### src/rtl/core/aeh_pkg.sv
// ----------------------------------------------------------------------------
// aeh_pkg
// shared types and constants for the alignment edge histogram
// ----------------------------------------------------------------------------
package aeh_pkg;

    localparam int KEY_COUNT_DEF = 8192;
    localparam int KEY_W         = 16;
    localparam int POS_W         = 16;
    localparam int CNT_W         = 4;
    localparam int OP_W          = 2;

    localparam logic [CNT_W-1:0] CNT_MAX       = 4'd15;
    localparam logic [CNT_W-1:0] THRESHOLD_RST = 4'd4;

    localparam logic [OP_W-1:0] OP_COUNT    = 2'd0;
    localparam logic [OP_W-1:0] OP_CLASSIFY = 2'd1;
    localparam logic [OP_W-1:0] OP_CLEAR    = 2'd2;

    localparam int IN_DATA_W  = 40;
    localparam int OUT_DATA_W = 8;

    typedef struct packed {
        logic [KEY_W-1:0] left_key;
        logic [KEY_W-1:0] right_key;
        logic [KEY_W-1:0] centre_key;
    } key_set_t;

    // per-cycle control from the sequencer to each histogram bank
    typedef struct packed {
        logic bump;
        logic clear_wr;
    } bank_ctrl_t;

endpackage

### src/rtl/core/aeh_key_calc.sv
// ----------------------------------------------------------------------------
// aeh_key_calc
// quantizes 12.4 box coordinates to tenth-of-point histogram keys
// ----------------------------------------------------------------------------
module aeh_key_calc
(
    input  logic [aeh_pkg::POS_W-1:0] left_pos,
    input  logic [aeh_pkg::POS_W-1:0] right_pos,
    output aeh_pkg::key_set_t         keys
);

    logic [19:0] left_x10;
    logic [19:0] right_x10;
    logic [16:0] pos_sum;
    logic [19:0] sum_x5;

    // times ten as shift-add, then drop the four fraction bits
    assign left_x10  = {1'b0, left_pos, 3'b000} + {3'b000, left_pos, 1'b0};
    assign right_x10 = {1'b0, right_pos, 3'b000} + {3'b000, right_pos, 1'b0};
    assign pos_sum   = {1'b0, left_pos} + {1'b0, right_pos};
    assign sum_x5    = {1'b0, pos_sum, 2'b00} + {3'b000, pos_sum};

    assign keys.left_key   = left_x10[19:4];
    assign keys.right_key  = right_x10[19:4];
    assign keys.centre_key = sum_x5[19:4];

endmodule

### config.mk
export PLATFORM = sky130hd
export DESIGN_NAME = aeh_key_calc
export DESIGN_NICKNAME = d
export VERILOG_FILES = /design/src/rtl/core/aeh_pkg.sv /design/src/rtl/core/aeh_key_calc.sv
export SDC_FILE = /design/constraint.sdc
export NUM_CORES = 1
export LEC_CHECK = 0
export ABC_AREA = 0
export BUFFER_PORTS_ARGS = -buffer_cell sky130_fd_sc_hd__buf_2
export CORE_MARGIN = 5
export CORE_UTILIZATION = 56
export DETAILED_ROUTE_END_ITERATION = 8
export GPL_ROUTABILITY_DRIVEN = 0
export PLACE_DENSITY = 0.84
export SETUP_SLACK_MARGIN = 0.2
export SLEW_MARGIN = 20
export SYNTH_ARGS = -nofsm -noshare
export SYNTH_HDL_FRONTEND = slang
export SYNTH_SLANG_ARGS = --single-unit
### constraint.sdc
create_clock -name vclk -period 5.6
set_input_delay 0.56 -clock vclk [all_inputs]
set_output_delay 0.56 -clock vclk [all_outputs]
set_load 0.03 [all_outputs]
# [Yosys cells after proc, flatten, opt, wreduce, memory -nomap -nowiden]
# Index checks and enable logic that the tools add are counted.
# Widths: inputs -> output; s select.
[word_totals] inputBits=32 ff_bits=0
[op_classes] add_sub_neg=4
[ops] operator="$add 19x17->20" count=3
[ops] operator="$add 16x16->17" count=1

# [Logic depth before layout (Yosys ltp)]
[depth] word_depth=2 mapped_depth=19

# [Least setup slack after synthesis]
# OpenSTA, ideal clock, no wires.
[synth_timing] path_type="input port to output port" from="in left_pos[0] in the netlist's numbering" to="out keys[14] in the netlist's numbering" required_time_ns=5.040 stages=17 t_arrival_ns=4.417 path_buffers=0 slack_ns=0.623 path_cell_list="ha_1 inv_1 fa_1 and2b_2 o31a_2 nor2_1 ha_1 a21oi_1 nor2b_1 o41a_1 o21a_1 o21a_1 nor2_1 o32ai_2 o31ai_2 nor3_1 nor3_1"
[synth_lines] element="start: declaration" line="aeh_key_calc.sv:7" source="input logic [aeh_pkg::POS_W-1:0] left_pos,"
[synth_lines] element="end: declaration" line="aeh_key_calc.sv:9" source="output aeh_pkg::key_set_t keys"

==> flow_summary.toml <==
[power]
swShare_pct = 64.8
p_comb_share_pct = 100.0
powerDensity_mw_per_mm2 = 305
p_int_mw = 0.365
p_switching_mw = 0.672
p_clk_share_pct = 0
seq_power_share_pct = 0
leakage_nw = 1.59
irDropWorstVdd_v = 0.000221
finalPower_mw = 1.04

[synthesis]
syn_avg_cell_area_sq_um = 7.25
ys_types = 69
yosysTopAreaCell = "ha_1"
synth_area_sq_mm = 0.00294
synth_cells = 405
syn_nets = 494
synth_top_cell_area_share_pct = 23.0
netlist_top_cells_area = "ha_1, xnor2_1, nor2_1, a21oi_1, nand2_1"
synth-seq-area-share_pct = 0
synth_warnings = 0

[cells_and_area]
clkbuf_count = 0
nFillCells = 466
layout_common_cells = "buf_2, ha_1, nor2_1, nand2_1, xnor2_1"
final-seq-area_sq_um = 0
drive_gt1_share_pct = 22.9
syn_to_final_growth_pct = 15.9
final_common_cell = "buf_2"
final_cell_area_sq_mm = 0.00341
diodes = 0
finalNetCount = 572
seq_cells = 0

[route]
wl_um = 7650
dr.pass1.iters = 4
drtAntennaViolNets = 0
drt_iter0_drc = 103
drcViolationCount = 0
vias = 3145
wl_per_cell_um = 13.9
viasPerCell = 5.71

[setup_path]
worst_ep_arrival_time_ps = 4550
critPathTopFamily = "compound AO/OA/AOI/OAI gates"
cp_cell_sequence = "buf_2 > ha_1 > inv_1 > fa_1 > and2b_2 > o31a_2 > nor2_1 > ha_1 > a21oi_1 > nor2b_1 > o41a_1 > o21a_1 > o21a_1 > o211ai_1 > o2111ai_1 > o31ai_2 > nor3_1 > nor3_1 > buf_2"
worst-path-buf-inv = 3
crit_type = "input pin to output pin"
crit_path_end_kind = "output pin"
critPathLaunchType = "input pin"
cp_slowest_cell = "o41a_1"
critPathRequiredTime_ps = 5040
cpPeakStageDelay_ps = 410
worstPathMaxFanout = 5

[grt]
top_usage_layer = "met2"
use_met2_pct = 39.0
grt_pass1_wl_um = 12300
grt_pass1_vias = 3019
grt_max_degree = 11
overflow = 0
use_met1_pct = 28.9
grtUsageTotal_pct = 21.5
grt_use_met3_pct = 0.542
antenna_found_initial = 0

[timing]
fin_ws_ps = 486
finalSetupViolations = 0
whs_ps = 1490
fin_tns_setup_ps = 0
slew_headroom_pct = 55.5
final-hold-violation-count = 0
rsz0062_at_grt = "no"
min_period_ps = 5110
finalCritPeriodShare_pct = 91.3
fmax_mhz = 196
slew_violations = 0
worstMarginPinSlew_ps = 658

[placement]
post-place-ws_ps = 495
dp_hpwl_um = 6600
place_area_sq_mm = 0.00340
io_buffers = 80

[floorplan]
rows = 26
start_util_pct = 57.5
dieArea_sq_mm = 0.00679
die-height_um = 82.4
core-area_sq_mm = 0.00511
io_pins = 80
die_w_um = 82.4

[cts]
post-cts-setup-buffer-count = 0
postCtsResizedCells = 0
cts.hold.buffers_added = 0

[outcome]
outcome = "completed"

[run]
drv_cap = 0

[hold_path]
hold_class = "input pin to output pin"
synthesized netlist by cell type, types with 4 or more instances:
master     n
o21ai_0   22
xor2_1    11
o21a_1    10
a21oi_1   28
o211ai_1   6
xnor2_1   32
nor2_1    38
nand2_1   35
nand2b_1   6
nand3_1    5
nor2b_1   12
a21o_1     8
inv_1     28
a211oi_1   7
a31o_2     4
nor3_1    19
a31oi_1    5
ha_1      54
cell type report:
type	count	area, sq um	area share, %
tap	70	87.6	2.57
inverter	28	105	3.09
multi-input combinational	372	2810	82.4
timing repair buffer	81	408	12.0
power groups by stage:
stage | clock (mW) | combinational, mW | sequential, mW
final | 0 | 1.04 | 0
after global routing | 0 | 1.12 | 0
after CTS | 0 | 1.03 | 0
after detailed placement | 0 | 1.03 | 0
after global placement | 0 | 1.01 | 0
after floorplan | 0 | 0.795 | 0
metal layers:
layer | up-vias | routed length (um)
li1 | 1662 | -
met1 | 1428 | 3630
met2 | 55 | 3800
met3 | 0 | 226
met4 | 0 | 0
met5 | - | 0
stage by stage:
step                util (%)  instances
global placement        66.6        551
finish                  66.7        551
floorplan                  -        405
global route            66.7        551
detailed placement      66.6        551
CTS                     66.6        551
cells by family after synthesis:
logic type	Yosys count	synth area share [%]
simple gates	144	24.9
compound gates	126	31.7
fa+ha+maj	57	25.0
xor+xnor	44	13.4
buf+inv	33	4.64
mux	1	0.341
worst paths after layout:
| path | startpoint | endpoint | cells after the start |
|---|---|---|---|
| worst min-delay path | right_pos[15] | keys[30] | 3 |
| worst max-delay path | left_pos[0] | keys[14] | 19 |
(Power assumes the default switching activity.)
